$ cat src/design/cod_pkg.sv
// shared types and constants of the cmyk column mark block
package cod_pkg;

  // fixed geometry
  localparam int MAX_COLUMNS   = 4096;
  localparam int MAX_REPLICATE = 16;
  localparam int COL_W         = $clog2(MAX_COLUMNS);
  localparam int CNT_W         = 5;
  localparam int LEVEL_W       = 8;
  localparam int ROW_W         = 16;
  localparam int THR_W         = 4;

  // stream and config port widths
  localparam int IN_DATA_W  = 40;
  localparam int OUT_DATA_W = 24;
  localparam int CFG_IDX_W  = 3;
  localparam int CFG_DATA_W = 64;

  // configuration register indexes
  localparam logic [CFG_IDX_W-1:0] CFG_THRESHOLD = 3'd0;
  localparam logic [CFG_IDX_W-1:0] CFG_COLOUR    = 3'd1;
  localparam logic [CFG_IDX_W-1:0] CFG_DITHER_LO = 3'd2;
  localparam logic [CFG_IDX_W-1:0] CFG_DITHER_HI = 3'd3;
  localparam logic [CFG_IDX_W-1:0] CFG_ROW       = 3'd4;
  localparam logic [CFG_IDX_W-1:0] CFG_START_COL = 3'd5;
  localparam logic [CFG_IDX_W-1:0] CFG_VERT_144  = 3'd6;

  // controller states
  typedef enum logic {
    ST_IDLE,
    ST_RUN
  } cod_state_e;

  // commands from controller to datapath
  typedef struct packed {
    logic load;
    logic emit;
  } cod_cmd_t;

  // status from datapath to controller
  typedef struct packed {
    logic last;
  } cod_sts_t;

endpackage

$ cat src/design/cod_ctrl.sv
// controller state machine: item accept, column sequencing, output valid
module cod_ctrl (
  input  logic             clk_i,
  input  logic             rst_ni,
  input  logic             s_valid_i,
  output logic             s_ready_o,
  output logic             m_valid_o,
  input  logic             m_ready_i,
  input  cod_pkg::cod_sts_t sts_i,
  output cod_pkg::cod_cmd_t cmd_o
);
  import cod_pkg::*;

  cod_state_e state_q, state_d;
  logic       out_vld_q, out_vld_d;

  // state and output valid registers
  always_ff @(posedge clk_i or negedge rst_ni) begin
    if (!rst_ni) begin
      state_q   <= ST_IDLE;
      out_vld_q <= 1'b0;
    end else begin
      state_q   <= state_d;
      out_vld_q <= out_vld_d;
    end
  end

  // next state and commands
  always_comb begin
    state_d   = state_q;
    cmd_o     = '0;
    s_ready_o = 1'b0;
    case (state_q)
      ST_IDLE: begin
        s_ready_o = 1'b1;
        if (s_valid_i) begin
          cmd_o.load = 1'b1;
          state_d    = ST_RUN;
        end
      end
      ST_RUN: begin
        // one column per cycle while the output register can take it
        if (!out_vld_q || m_ready_i) begin
          cmd_o.emit = 1'b1;
          if (sts_i.last) begin
            state_d = ST_IDLE;
          end
        end
      end
      default: begin
        state_d = ST_IDLE;
      end
    endcase
  end

  // output register occupancy
  always_comb begin
    out_vld_d = out_vld_q;
    if (cmd_o.emit) begin
      out_vld_d = 1'b1;
    end else if (m_ready_i) begin
      out_vld_d = 1'b0;
    end
  end

  assign m_valid_o = out_vld_q;

endmodule

$ cat src/design/cod_dp.sv
// datapath: config registers, pixel hold, column counter, dot compare, output register
module cod_dp (
  input  logic                              clk_i,
  input  logic                              rst_ni,
  input  logic                              cfg_we_i,
  input  logic [cod_pkg::CFG_IDX_W-1:0]     cfg_idx_i,
  input  logic [cod_pkg::CFG_DATA_W-1:0]    cfg_data_i,
  input  logic                              row_start_i,
  input  logic [cod_pkg::LEVEL_W-1:0]       black_level_i,
  input  logic [cod_pkg::LEVEL_W-1:0]       yellow_level_i,
  input  logic [cod_pkg::LEVEL_W-1:0]       magenta_level_i,
  input  logic [cod_pkg::LEVEL_W-1:0]       cyan_level_i,
  input  logic [cod_pkg::CNT_W-1:0]         replicate_count_i,
  input  cod_pkg::cod_cmd_t                 cmd_i,
  output cod_pkg::cod_sts_t                 sts_o,
  output logic [cod_pkg::COL_W-1:0]         column_o,
  output logic [2:0]                        bit_index_o,
  output logic                              buffer_half_o,
  output logic                              black_dot_o,
  output logic                              yellow_dot_o,
  output logic                              magenta_dot_o,
  output logic                              cyan_dot_o,
  output logic                              last_of_pixel_o
);
  import cod_pkg::*;

  localparam logic [CNT_W-1:0] MaxRep = CNT_W'(MAX_REPLICATE);

  // configuration registers
  logic [THR_W-1:0]      thr_q;
  logic                  colour_q;
  logic [CFG_DATA_W-1:0] dith_lo_q, dith_hi_q;
  logic [ROW_W-1:0]      row_q;
  logic [COL_W-1:0]      start_col_q;
  logic                  vert_q;

  // per-item state
  logic [COL_W-1:0]   col_q, col_d;
  logic [CNT_W-1:0]   cnt_q, cnt_d;
  logic [LEVEL_W-1:0] blk_q, yel_q, mag_q, cyn_q;

  // dot decision signals
  logic [ROW_W-1:0]     eff_row;
  logic [3:0]           mat_idx;
  logic [2*CFG_DATA_W-1:0] mat_bits;
  logic [LEVEL_W-1:0]   mat_val;
  logic [CNT_W-1:0]     n_clamp;
  logic                 bd, yd, md, cd;

  // config writes
  always_ff @(posedge clk_i or negedge rst_ni) begin
    if (!rst_ni) begin
      thr_q       <= '0;
      colour_q    <= 1'b0;
      dith_lo_q   <= '0;
      dith_hi_q   <= '0;
      row_q       <= '0;
      start_col_q <= '0;
      vert_q      <= 1'b0;
    end else if (cfg_we_i) begin
      case (cfg_idx_i)
        CFG_THRESHOLD: thr_q       <= cfg_data_i[THR_W-1:0];
        CFG_COLOUR:    colour_q    <= cfg_data_i[0];
        CFG_DITHER_LO: dith_lo_q   <= cfg_data_i;
        CFG_DITHER_HI: dith_hi_q   <= cfg_data_i;
        CFG_ROW:       row_q       <= cfg_data_i[ROW_W-1:0];
        CFG_START_COL: start_col_q <= cfg_data_i[COL_W-1:0];
        CFG_VERT_144:  vert_q      <= cfg_data_i[0];
        default: ;
      endcase
    end
  end

  // replicate count: zero means one, saturate at the maximum
  always_comb begin
    n_clamp = replicate_count_i;
    if (replicate_count_i == '0) begin
      n_clamp = CNT_W'(1);
    end else if (replicate_count_i > MaxRep) begin
      n_clamp = MaxRep;
    end
  end

  // column counter and remaining count
  always_comb begin
    col_d = col_q;
    cnt_d = cnt_q;
    if (cmd_i.load) begin
      if (row_start_i) begin
        col_d = start_col_q;
      end
      cnt_d = n_clamp;
    end else if (cmd_i.emit) begin
      col_d = col_q + COL_W'(1);
      cnt_d = cnt_q - CNT_W'(1);
    end
  end

  always_ff @(posedge clk_i or negedge rst_ni) begin
    if (!rst_ni) begin
      col_q <= '0;
      cnt_q <= '0;
    end else begin
      col_q <= col_d;
      cnt_q <= cnt_d;
    end
  end

  // pixel levels held for the whole run
  always_ff @(posedge clk_i) begin
    if (cmd_i.load) begin
      blk_q <= black_level_i;
      yel_q <= yellow_level_i;
      mag_q <= magenta_level_i;
      cyn_q <= cyan_level_i;
    end
  end

  assign sts_o.last = (cnt_q == CNT_W'(1));

  // effective row and matrix entry
  assign eff_row  = vert_q ? (row_q >> 1) : row_q;
  assign mat_idx  = {eff_row[1:0], col_q[1:0]};
  assign mat_bits = {dith_hi_q, dith_lo_q};
  assign mat_val  = mat_bits[{mat_idx, 3'b000} +: LEVEL_W];

  // dot decisions: threshold, greyscale dither, colour with black replacement
  always_comb begin
    bd = 1'b0;
    yd = 1'b0;
    md = 1'b0;
    cd = 1'b0;
    if (thr_q != '0) begin
      bd = (blk_q > {{(LEVEL_W-THR_W){1'b0}}, thr_q ^ {THR_W{1'b1}}});
    end else if (blk_q > mat_val) begin
      bd = 1'b1;
    end else if (colour_q) begin
      yd = (yel_q > mat_val);
      md = (mag_q > mat_val);
      cd = (cyn_q > mat_val);
    end
  end

  // output register
  always_ff @(posedge clk_i) begin
    if (cmd_i.emit) begin
      column_o        <= col_q;
      bit_index_o     <= eff_row[2:0];
      buffer_half_o   <= vert_q & row_q[0];
      black_dot_o     <= bd;
      yellow_dot_o    <= yd;
      magenta_dot_o   <= md;
      cyan_dot_o      <= cd;
      last_of_pixel_o <= sts_o.last;
    end
  end

endmodule

$ cat src/design/cmyk_ordered_dither_column_mark.sv
// An accepted input item is loaded into the pixel hold and counter registers, then its first
// result item into the output register. It yields n result items, n = effective replicate count
// (1 to 16), and no new item is taken until the last is emitted. The single compare datapath
// produces one printer column per cycle, stalled by the output register while tready is low.
// Reset (async, active low) clears all config registers, the column counter
// and the controller; output payload is not reset.
module cmyk_ordered_dither_column_mark (
  input  logic                                clk_i,
  input  logic                                rst_ni,
  // configuration write port
  input  logic                                cfg_we_i,
  input  logic [cod_pkg::CFG_IDX_W-1:0]       cfg_idx_i,
  input  logic [cod_pkg::CFG_DATA_W-1:0]      cfg_data_i,
  // pixel input stream
  input  logic                                s_axis_tvalid_i,
  output logic                                s_axis_tready_o,
  // [7:0] black_level, [15:8] yellow_level, [23:16] magenta_level,
  // [31:24] cyan_level, [36:32] replicate_count, [39:37] zero
  input  logic [cod_pkg::IN_DATA_W-1:0]       s_axis_tdata_i,
  // [0] row_start
  input  logic                                s_axis_tuser_i,
  // mark output stream
  output logic                                m_axis_tvalid_o,
  input  logic                                m_axis_tready_i,
  // [11:0] column, [14:12] bit_index, [15] buffer_half, [16] black_dot,
  // [17] yellow_dot, [18] magenta_dot, [19] cyan_dot, [23:20] zero
  output logic [cod_pkg::OUT_DATA_W-1:0]      m_axis_tdata_o,
  // last_of_pixel
  output logic                                m_axis_tlast_o
);
  import cod_pkg::*;

  cod_cmd_t         cmd;
  cod_sts_t         sts;
  logic [COL_W-1:0] column;
  logic [2:0]       bit_index;
  logic             buffer_half;
  logic             black_dot, yellow_dot, magenta_dot, cyan_dot;

  // controller
  cod_ctrl u_ctrl (
    .clk_i     (clk_i),
    .rst_ni    (rst_ni),
    .s_valid_i (s_axis_tvalid_i),
    .s_ready_o (s_axis_tready_o),
    .m_valid_o (m_axis_tvalid_o),
    .m_ready_i (m_axis_tready_i),
    .sts_i     (sts),
    .cmd_o     (cmd)
  );

  // datapath
  cod_dp u_dp (
    .clk_i             (clk_i),
    .rst_ni            (rst_ni),
    .cfg_we_i          (cfg_we_i),
    .cfg_idx_i         (cfg_idx_i),
    .cfg_data_i        (cfg_data_i),
    .row_start_i       (s_axis_tuser_i),
    .black_level_i     (s_axis_tdata_i[7:0]),
    .yellow_level_i    (s_axis_tdata_i[15:8]),
    .magenta_level_i   (s_axis_tdata_i[23:16]),
    .cyan_level_i      (s_axis_tdata_i[31:24]),
    .replicate_count_i (s_axis_tdata_i[36:32]),
    .cmd_i             (cmd),
    .sts_o             (sts),
    .column_o          (column),
    .bit_index_o       (bit_index),
    .buffer_half_o     (buffer_half),
    .black_dot_o       (black_dot),
    .yellow_dot_o      (yellow_dot),
    .magenta_dot_o     (magenta_dot),
    .cyan_dot_o        (cyan_dot),
    .last_of_pixel_o   (m_axis_tlast_o)
  );

  // output packing
  assign m_axis_tdata_o = {4'b0000, cyan_dot, magenta_dot, yellow_dot, black_dot,
                           buffer_half, bit_index, column};

endmodule

$ cat config.mk
export PLATFORM = sky130hd
export DESIGN_NAME = cmyk_ordered_dither_column_mark
export DESIGN_NICKNAME = d
export VERILOG_FILES = /design/src/design/cod_pkg.sv /design/src/design/cod_ctrl.sv /design/src/design/cod_dp.sv /design/src/design/cmyk_ordered_dither_column_mark.sv
export SDC_FILE = /design/constraint.sdc
export NUM_CORES = 1
export LEC_CHECK = 0
export ABC_AREA = 1
export BUFFER_PORTS_ARGS = -buffer_cell sky130_fd_sc_hd__buf_2
export CAP_MARGIN = 20
export CORE_MARGIN = 2
export CORE_UTILIZATION = 45
export CTS_CLUSTER_DIAMETER = 60
export DETAILED_ROUTE_END_ITERATION = 7
export GPL_TIMING_DRIVEN = 0
export PLACE_DENSITY = 0.67
export SKIP_LAST_GASP = 1
export SYNTH_ARGS = -nofsm -noshare
export SYNTH_HDL_FRONTEND = slang
export SYNTH_SLANG_ARGS = --single-unit
$ cat constraint.sdc
create_clock -name clk_i -period 2.1 [get_ports clk_i]
set_input_delay 0.105 -clock clk_i [delete_from_list [all_inputs] [get_ports clk_i]]
set_output_delay 0.105 -clock clk_i [all_outputs]
set_load 0.01 [all_outputs]
==> flow_summary.toml, run 1 <==
[status]
outcome = "finished with violations"
violations = "negative setup slack"

[floorplanning]
rows = 56
die_y_um = 158
die_area_um2 = 24900
start_util_pct = 45.5
ios = 140
die_w_um = 158
coreArea_um2 = 23300

[final_layout]
fin_cells = 1862
drive_gt1_share_pct = 22.5
diodes = 0
fin_nets = 1673
fillCellCount = 1966
design_area_um2 = 14600
syn_to_final_growth_pct = 37.3

[hold_path]
hp-start = "s_axis_tdata_i[36]"
hold_class = "in -> reg"

[grt]
antenna_found_initial = 0
grt_pass1_vias = 9153
grtUsageTotal_pct = 25.1
overflow = 0
grt_first_pass_wirelength_um = 48400
grt_max_degree = 98

[placed_design]
dpl_cell_area_um2 = 11800
place.gp.congestion = 0.925
dp_hpwl_um = 20900
placed_cells = 1685
numPortBuffers = 132

[setup_path]
rr_startpoint = "u_dp.col_q[0]$_DFFE_PN0P_"
arrival_ps = 2820
worstSetupPathType = "reg -> reg"
startpoint = "u_dp.col_q[0]$_DFFE_PN0P_"
crit_required_ps = 2380
critPathMaxFanout = 10
cp-start-kind = "flip-flop"
critPathCaptureType = "flip-flop"

[yosys]
ys_seq_elements = 222
async_flop_share_pct = 76.1
yosysWarnings = 0
ys_types = 33
synth.avg_cell_area_um2 = 8.64
syn_area_um2 = 10600
yosysSeqAreaShare_pct = 54.8
synth_flop_cell = "dfrtp_1"
synth_edf_count = 53
synthCells = 1230

[pwr]
ir_drop_mv = 0.724
clkPwrFrac_pct = 27.7
power_density_nw_per_um2 = 1260
p_total_mw = 18.3
combPwrFrac_pct = 40.1
p_seq_share_pct = 32.2
leakage_nw = 7.01
switchingPower_mw = 6.68
switching_share_pct = 36.5
p_int_mw = 11.6

[sta]
max_freq_ghz = 0.393
tns_ps = -1720
layout_min_cycle_time_ps = 2540
maxSlewHeadroom_pct = 30.3
setup_ws_ps = -444
whs_ps = 7.50
skew_ps = 29.0
final.period_utilization_pct = 121
setup_viol = 4
rsz0062_at_grt = "true"
tightest_slew_ps = 1040
hold_viol = 0
drv_slew = 0

[drt]
routedLengthMet1_um = 13800
drt_iter0_markers = 574
antenna_left = 0
dr.pass1.iters = 5
met2_length_um = 15000
vias_per_cell = 5.11
wl_um = 31100
vias = 9518
post-route-drc-count = 0
wl_per_cell_um = 16.7
wl_met3_um = 1570
top_layer_used = "met4"

[clocking]
clock-sinks = 222
h-tree-depth = 1
path_clk_slew_ps = 60
cts-root-buf = "clkbuf_16"
cts.path.max_buffers = 3
cts_tree = "done"
clk_latency_ps = 540
cts_buffers = 28

[flow_run]
drv_cap = 0
-- power groups by stage --
stage | Clock [mW] | Combinational [mW] | Sequential, mW
final | 5.07 | 7.34 | 5.90
after global routing | 5.31 | 8.17 | 5.99
after CTS | 5.14 | 6.90 | 5.88
after detailed placement | 0 | 5.71 | 5.93
after global placement | 0 | 5.55 | 5.92
after floorplan | 0 | 3.92 | 5.82
-- per-layer routing --
metal / global-route usage (%) / vias up
met3: 2.76 / 57
met1: 35.1 / 4554
met5: 0 / -
met2: 41.3 / 307
met4: 7.49 / 0
li1: - / 4600
-- worst max-delay path, stage by stage, from the launching register on --
cell	delay (ps)
dfrtp_2	470
buf_12	180
buf_8	140
nor2_2	110
nor2_1	40
o21ai_1	180
nand3_2	180
nand3_2	120
nand2_2	90
inv_6	110
ha_4	140
nand2_1	50
a21oi_1	170
nor2_2	50
nand2_2	80
nand2_2	60
nand2_4	70
nor2_2	40
-- cell usage in the layout, fill, tap and decap left out, types with 3 or more instances in the layout --
cell type      synthesis  routed
nand2_2                0      11
a31oi_1                3       3
ha_1                  39      25
nor2_2                 0      13
nor2_1               153     136
inv_6                  0       4
clkbuf_16              0      30
nor2_4                 2       6
nand3_2                0      11
buf_8                  0       7
o21a_1                 3       3
clkbuf_1              10      12
bufinv_16              0       3
o21ai_2                0       7
conb_1                 1       4
buf_12                 0       6
inv_2                  7       8
a21oi_1               28      26
buf_2                 36     158
clkinv_4               0       3
buf_6                  4       9
edfxtp_1              53      53
clkinv_2               0       4
dlygate4sd3_1          0     109
o21ai_4                2       4
o21ai_1              123     129
buf_4                 18      24
nand3_1               62      51
ha_4                   0      14
inv_4                  1       5
o21ai_0               99      84
nand4_1                8       8
nand2_1              279     267
inv_1                113     105
dfrtp_1              169     168
clkbuf_8               0       8
o211ai_1               5       5
-- flip-flops by register name, indices dropped and copies added (netlist names), 3 cells and up --
register          flops
u_dp.col_q           12
u_dp.thr_q            4
u_dp.dith_hi_q       64
u_dp.column_o        12
u_dp.mag_q            8
u_dp.blk_q            8
u_dp.cnt_q            5
u_dp.dith_lo_q       64
u_dp.row_q            4
u_dp.start_col_q     12
u_dp.yel_q            8
u_dp.cyn_q            8
u_dp.bit_index_o      3
-- worst paths after layout --
check | end | slack, ps | cells past startpoint
min in group asynchronous | u_ctrl.m_valid_o$_DFFE_PN0P_ | 110 | 2
worst min register to register | u_dp.dith_hi_q[62]$_DFFE_PN0P_ | 480 | 2
worst max-delay path | u_dp.magenta_dot_o$_SDFFCE_PP0P_ | -440 | 17
worst max register to register | u_dp.magenta_dot_o$_SDFFCE_PP0P_ | -440 | 17
max in group asynchronous | u_dp.dith_lo_q[36]$_DFFE_PN0P_ | 1110 | 3
worst min-delay path | u_dp.cnt_q[4]$_DFFE_PN0P_ | 8 | 5
-- cell type report --
cell class	count	area (um2)	share of cell area, %
well taps	319	399	2.74
clock inverters	12	161	1.11
multi-input cells	822	4350	29.8
repair buffers	258	2010	13.8
plain buffers	68	522	3.58
flip-flops and latches	222	5820	39.9
clock buffers	40	847	5.81
inverters	121	482	3.30
-- repair_timing --
action                     CTS  global route
hold buffers               109             0
hold endpoints to repair   255             0
resized for setup           86            40
setup buffers               12             1
cloned                       2             1
setup endpoints to repair    4             4
pin swaps                   25            20
-- cell usage after synthesis (2+ instances only) --
| cell | n | area share (%) |
|---|---|---|
| a21oi_1 | 28 | 1.3 |
| a31oi_1 | 3 | 0.18 |
| buf_2 | 36 | 1.7 |
| buf_4 | 18 | 1.3 |
| buf_6 | 4 | 0.42 |
| clkbuf_1 | 10 | 0.35 |
| dfrtp_1 | 169 | 40 |
| edfxtp_1 | 53 | 15 |
| ha_1 | 39 | 4.6 |
| inv_1 | 113 | 4.0 |
| inv_2 | 7 | 0.25 |
| nand2_1 | 279 | 9.9 |
| nand3_1 | 62 | 2.9 |
| nand4_1 | 8 | 0.47 |
| nor2_1 | 153 | 5.4 |
| nor2_4 | 2 | 0.21 |
| nor3_1 | 2 | 0.094 |
| o211ai_1 | 5 | 0.35 |
| o21a_1 | 3 | 0.21 |
| o21ai_0 | 99 | 4.7 |
| o21ai_1 | 123 | 5.8 |
| o21ai_4 | 2 | 0.31 |
| or2_2 | 2 | 0.12 |
-- logic make-up (layout without fill, tap and decap cells) --
group / after synthesis / after routing / share of synthesized area (%)
muxes: 1 / 1 / 0.106
and+or+nand+nor: 512 / 512 / 19.4
other: 1 / 4 / 0.0353
xor gates and xnor gates: 1 / 1 / 0.0824
adders and majority gates: 39 / 39 / 4.59
DFF: 222 / 222 / 54.8
AOI/OAI and AO/OA: 265 / 265 / 13.0
buffers and inverters: 189 / 499 / 8.04
-- stage by stage --
| stage | util (%) | setup WS (ps) |
|---|---|---|
| after floorplan | - | -23.4 |
| after global placement | 50.6 | -1770 |
| after detailed placement | 50.7 | -712 |
| after CTS | 61.8 | -348 |
| after global routing | 62.5 | -572 |
| final | 62.5 | -444 |
Power figures use the tool's default switching activity.
==> run 2, diff against run 1 <==
- RECOVER_POWER: unset -> 100
==> flow_summary.toml, run 2 (synthesis gave the netlist of run 1 again) <==
[sta]
hold_viol = 0
tns_ps = -1750
maxSlewHeadroom_pct = -26.6
drv_slew = 73
skew_ps = 30.9
max_freq_ghz = 0.392
setup_viol = 4
rsz0062_at_grt = "true"
setup_ws_ps = -452
final.period_utilization_pct = 122
layout_min_cycle_time_ps = 2550
tightest_slew_ps = 1900

[setup_path]
startpoint = "u_dp.col_q[0]$_DFFE_PN0P_"
rr_worst_depth = 17
critPathCaptureType = "flip-flop"
crit_end = "u_dp.magenta_dot_o$_SDFFCE_PP0P_"
rr_startpoint = "u_dp.col_q[0]$_DFFE_PN0P_"
critPathMaxFanout = 10
slowest_delay_ps = 470
r2r_setup_slack_ps = -450
arrival_ps = 2830
path_cells = "buf_12 -> buf_8 -> nor2_2 -> nor2_1 -> o21ai_1 -> nand3_2 -> nand3_2 -> nand2_2 -> inv_6 -> ha_4 -> nand2_1 -> a21oi_1 -> nor2_2 -> nand2_2 -> nand2_2 -> nand2_4 -> nor2_2"
worstSetupPathType = "reg -> reg"
cp_slowest_cell = "dfrtp_2"
r2r-end = "u_dp.magenta_dot_o$_SDFFCE_PP0P_"
crit_required_ps = 2370
cp-start-kind = "flip-flop"

[pwr]
switchingPower_mw = 6.69
ir_drop_mv = 0.722
p_int_mw = 11.6
combPwrFrac_pct = 39.8
switching_share_pct = 36.7
leakage_nw = 6.88
p_seq_share_pct = 32.4
power_density_nw_per_um2 = 1260
p_total_mw = 18.2
clkPwrFrac_pct = 27.9

[drt]
dr.pass1.iters = 5
wl_per_cell_um = 16.8
post-route-drc-count = 0
antenna_left = 0
vias_per_cell = 5.12
vias = 9532
drt_iter0_markers = 641
wl_um = 31200

[grt]
met2_usage_pct = 41.3
overflow = 0
grtUsageMet1_pct = 35.1
grtUsageTotal_pct = 25.1
antenna_found_initial = 0
grt_max_degree = 98
grt_pass1_vias = 9153
top_usage_layer = "met2"
grt_first_pass_wirelength_um = 48400
grtUsageMet3_pct = 2.76

[final_layout]
final_util_pct = 62.2
diodes = 0
top_regs = "u_dp.dith_hi_q: 64 flops, u_dp.dith_lo_q: 64 flops"
fin_cells = 1862
fin_nets = 1673
fillCellCount = 1994
layout_common_cells = "nand2_1 (268), dfrtp_1 (168), o21ai_0 (158), nor2_1 (137), buf_2 (113)"
final_common_cell = "nand2_1"
drive_gt1_share_pct = 19.1
syn_to_final_growth_pct = 36.5

[placed_design]
placed_cells = 1685
pre_cts_slack_ps = -712
place.gp.congestion = 0.925
numPortBuffers = 132
dp_hpwl_um = 20900

[floorplanning]
die_w_um = 158
start_util_pct = 45.5
coreArea_um2 = 23300
die_y_um = 158
die_area_um2 = 24900
ios = 140
rows = 56

[clocking]
cts_buffers = 28
clk_latency_ps = 540
cts.path.max_buffers = 3
h-tree-depth = 1
cts_tree = "done"
path_clk_slew_ps = 60
cts-root-buf = "clkbuf_16"
clock-sinks = 222

[flow_run]
drv_cap = 1

[hold_path]
hold_class = "in -> reg"

[status]
violations = "max-capacitance violations, max-slew violations, negative setup slack"
outcome = "finished with violations"
-- run 2: cell count changes in the layout (fill, tap and decap cells not counted), sizes merged --
cell,previous run,this run
inv,122,120
clkbuf,50,98
buf,206,158
clkinv,8,10
-- run 2: per-stage QoR --
step	hold slack, ps	area [um2]
after floorplan	-191	10700
final	6.11	14500
after detailed placement	106	11800
after global routing	79.9	14500
after global placement	283	11800
after CTS	9.73	14400
-- run 2: layout make-up --
class,instances,area (um2),share of cell area (%)
Sequential cell,222,5820,40.1
Multi-Input combinational cell,822,4330,29.9
Timing Repair Buffer,258,1960,13.5
Clock buffer,40,847,5.84
Buffer,68,503,3.47
Inverter,121,482,3.32
Tap cell,319,399,2.75
Clock inverter,12,161,1.11
-- run 2: power groups by stage --
| stage | Sequential, mW | Combinational (mW) | Clock, mW |
|---|---|---|---|
| floorplan | 5.82 | 3.92 | 0 |
| finish | 5.91 | 7.26 | 5.08 |
| detailed placement | 5.93 | 5.71 | 0 |
| global placement | 5.92 | 5.55 | 0 |
| CTS | 5.88 | 6.90 | 5.14 |
| global route | 6.00 | 8.08 | 5.31 |
-- run 2: worst min-delay path by stage --
stage | slack [ps] | endpoint | depth (start not counted) | from
after global placement | 280 | u_dp.yel_q[5]$_DFFE_PP_ | 1 | s_axis_tdata_i[13]
after CTS | 10 | u_dp.cnt_q[4]$_DFFE_PN0P_ | 5 | s_axis_tdata_i[36]
after global routing | 80 | u_dp.cnt_q[3]$_DFFE_PN0P_ | 4 | s_axis_tdata_i[36]
final | 6 | u_dp.cnt_q[4]$_DFFE_PN0P_ | 5 | s_axis_tdata_i[36]
after detailed placement | 110 | u_ctrl.m_valid_o$_DFFE_PN0P_ | 1 | rst_ni
after floorplan | -190 | u_ctrl.m_valid_o$_DFFE_PN0P_ | 0 | rst_ni
-- run 2: repair_timing --
item                       4_1_cts  5_1_grt
hold endpoints to repair       255        0
hold buffers                   109        0
gates cloned                     2        1
setup endpoints to repair        4        4
pin swaps                       25       20
buffers inserted                12        1
resized for setup               86       40
-- run 2: routing by layer --
| metal | vias to the layer above | wire length [um] | part of all wire, % |
|---|---|---|---|
| met2 | 288 | 15000 | 48 |
| li1 | 4592 | - | - |
| met3 | 61 | 1640 | 5.2 |
| met1 | 4591 | 13800 | 44 |
| met4 | 0 | 757 | 2.4 |
| met5 | - | 0 | 0 |
-- run 2: worst max-delay path: cells and delay by family (launching register included) --
| kind | cells | cell delay [ps] |
|---|---|---|
| simple gates | 11 | 890 |
| flops | 1 | 470 |
| buf+inv | 3 | 430 |
| compound gates | 2 | 350 |
| fa+ha+maj | 1 | 140 |
==> run 3, diff against run 2 <==
- ABC_AREA: 1 -> unset
==> flow_summary.toml, run 3 <==
[status]
outcome = "finished with violations"
violations = "negative setup slack"

[yosys]
ys_types = 57
synth_area_leaders = "dfrtp_1 (41%), mux2_2 (16%), edfxtp_1 (16%)"
async_flop_share_pct = 76.1
synth_edf_count = 53
syn_area_um2 = 10200
synth_flop_cell = "dfrtp_1"
synth_fa_ha_area_share_pct = 4.78
ys_seq_elements = 222
synth_top_area_cell = "dfrtp_1"
yosys-mux-area-fraction_pct = 22.2
synth.avg_cell_area_um2 = 14.1
synthCells = 724
synth_compound_area_share_pct = 6.73
yosysTopAreaCellShare_pct = 41.4
netlist_top_cells_count = "dfrtp_1 (169), mux2_2 (144), edfxtp_1 (53)"
synth_top_family_by_area = "multiplexers"
yosysSeqAreaShare_pct = 57.0
synthMostInstantiatedCell = "dfrtp_1"
yosysWarnings = 0
synthSimpleGateAreaFrac_pct = 6.20
synth_xor_area_share_pct = 0.257

[setup_path]
arrival_ps = 3730
cp-start-kind = "flip-flop"
crit_required_ps = 2450
critPathMaxFanout = 5
critPathCaptureType = "flip-flop"
worstSetupPathType = "reg -> reg"

[pwr]
p_seq_share_pct = 35.5
power_density_nw_per_um2 = 1240
p_int_mw = 11.6
leakage_nw = 5.85
clkPwrFrac_pct = 25.6
ir_drop_mv = 0.757
switching_share_pct = 32.9
combPwrFrac_pct = 38.8
switchingPower_mw = 5.68

[flow_run]
drv_cap = 0

[sta]
setup_viol = 20
max_freq_ghz = 0.296
layout_min_cycle_time_ps = 3380
tns_ps = -5090
drv_slew = 0
setup_ws_ps = -1280
tightest_slew_ps = 1120
hold_viol = 0
final.period_utilization_pct = 161
skew_ps = 27.0
rsz0062_at_grt = "true"
maxSlewHeadroom_pct = 25.3

[hold_path]
hold_class = "in -> reg"

[clocking]
clk_latency_ps = 550
path_clk_slew_ps = 60
h-tree-depth = 1
clock-sinks = 222
cts_tree = "done"
cts_buffers = 25
cts-root-buf = "clkbuf_16"
cts.path.max_buffers = 3

[floorplanning]
die_w_um = 155
die_area_um2 = 23900
rows = 55
die_y_um = 155
ios = 140
coreArea_um2 = 22400
start_util_pct = 45.5

[placed_design]
place.gp.congestion = 0.840
dp_hpwl_um = 18000
numPortBuffers = 132
pre_cts_slack_ps = -1730

[grt]
grtUsageTotal_pct = 23.5
grt_max_degree = 89
overflow = 0
grt_pass1_vias = 7603
grt_first_pass_wirelength_um = 43100
antenna_found_initial = 0

[final_layout]
layout_common_cells = "dfrtp_1 (168), mux2_2 (143), buf_2 (120), dlygate4sd3_1 (108), edfxtp_1 (53)"
fin_nets = 1189
drive_gt1_share_pct = 41.8
syn_to_final_growth_pct = 36.1
final_common_cell = "dfrtp_1"
fillCellCount = 1730
top_regs = "u_dp.dith_hi_q: 64 flops, u_dp.dith_lo_q: 64 flops"
diodes = 0

[drt]
wl_um = 27900
post-route-drc-count = 0
antenna_left = 0
wl_per_cell_um = 20.8
vias_per_cell = 5.57
vias = 7461
dr.pass1.iters = 7
drt_iter0_markers = 441
## run 3: changes by cell type after synthesis, moves of 8 or more
cell     previous run  this run
o21ai_0            99        27
nand2_1           279        30
buf_4              18        10
mux2_2              1       144
o21ai_1           123         0
mux4_2              0        23
nor3_1              2        16
inv_1             113        11
a31oi_1             3        12
nor2_1            153        26
buf_2              36        21
nand3_1            62         9
## run 3: layout make-up
cell class / instances / area [um2] / share of cell area [%]
clock buffer: 38 / 766 / 5.51
timing repair inverter: 1 / 7.51 / 0.0540
tap: 285 / 357 / 2.57
clock inverter: 7 / 78.8 / 0.567
sequential: 222 / 5820 / 41.9
inverter: 13 / 50.0 / 0.360
multi-input combinational: 450 / 4410 / 31.7
buffer: 42 / 320 / 2.31
timing repair buffer: 282 / 2080 / 15.0
## run 3: cells by family after synthesis
| kind of cell | count (synthesis) |
|---|---|
| buffers and inverters | 55 |
| other | 1 |
| xor gates and xnor gates | 3 |
| AOI/OAI and AO/OA | 105 |
| adders and majority gates | 39 |
| muxes | 177 |
| DFF | 222 |
| and+or+nand+nor | 122 |
## run 3: per-layer routing
| metal | wire, um | GRT usage (%) | share of wire [%] | vias to the layer above |
|---|---|---|---|---|
| li1 | - | - | - | 3368 |
| met5 | 0 | 0 | 0 | - |
| met3 | 1720 | 4.26 | 6.2 | 56 |
| met4 | 796 | 7.28 | 2.9 | 0 |
| met1 | 12200 | 32.2 | 44 | 3761 |
| met2 | 13200 | 38.3 | 47 | 276 |
## run 3: stage by stage
step	cell area [um2]	hold slack, ps	util, %	instances	power, mW
2_1_floorplan	10300	-191	-	727	9.41
3_3_place_gp	11300	283	50.4	1144	10.9
3_5_place_dp	11300	147	50.5	1145	11.0
4_1_cts	13800	25.3	61.6	1336	16.9
5_1_grt	13900	50.8	61.9	1340	18.1
6_report	13900	47.7	61.9	1340	17.2
## run 3: final timing paths
kind	from	slack, ps	endpoint	depth (start not counted)
hold / removal	s_axis_tuser_i	50	u_dp.col_q[11]$_DFFE_PN0P_	4
setup reg to reg	u_dp.vert_q$_DFFE_PN0P_	-1280	u_dp.cyan_dot_o$_SDFFCE_PP0P_	14
max in group asynchronous	rst_ni	370	u_dp.col_q[8]$_DFFE_PN0P_	3
setup / recovery	u_dp.vert_q$_DFFE_PN0P_	-1280	u_dp.cyan_dot_o$_SDFFCE_PP0P_	14
hold reg to reg	u_dp.col_q[11]$_DFFE_PN0P_	480	u_dp.column_o[11]$_DFFE_PP_	0
min in group asynchronous	rst_ni	340	u_dp.dith_lo_q[59]$_DFFE_PN0P_	2
## run 3: power by group through the flow
stage | Combinational (mW) | Clock (mW) | Sequential, mW
6_report | 6.70 | 4.42 | 6.13
5_1_grt | 7.21 | 4.66 | 6.23
4_1_cts | 6.30 | 4.50 | 6.09
3_5_place_dp | 4.88 | 0 | 6.16
3_3_place_gp | 4.73 | 0 | 6.13
2_1_floorplan | 3.44 | 0 | 5.97
## run 3: worst max-delay path, stage by stage (launching register included)
cell	delay, ps
dfrtp_2	430
mux2i_4	210
buf_6	130
buf_4	140
buf_4	130
or3_4	450
o32ai_4	170
a211o_4	180
ha_4	220
a211oi_4	210
nor2_2	100
nor4bb_4	310
o211ai_1	120
buf_4	210
a221oi_2	180
## run 3: timing repair
action / 4_1_cts / 5_1_grt
buffers inserted: 36 / 5
hold endpoints to repair: 270 / 0
cloned: 2 / 0
resized for setup: 58 / 26
hold buffers: 108 / 0
endpoints found under the setup margin: 52 / 35
pin swaps: 13 / 14
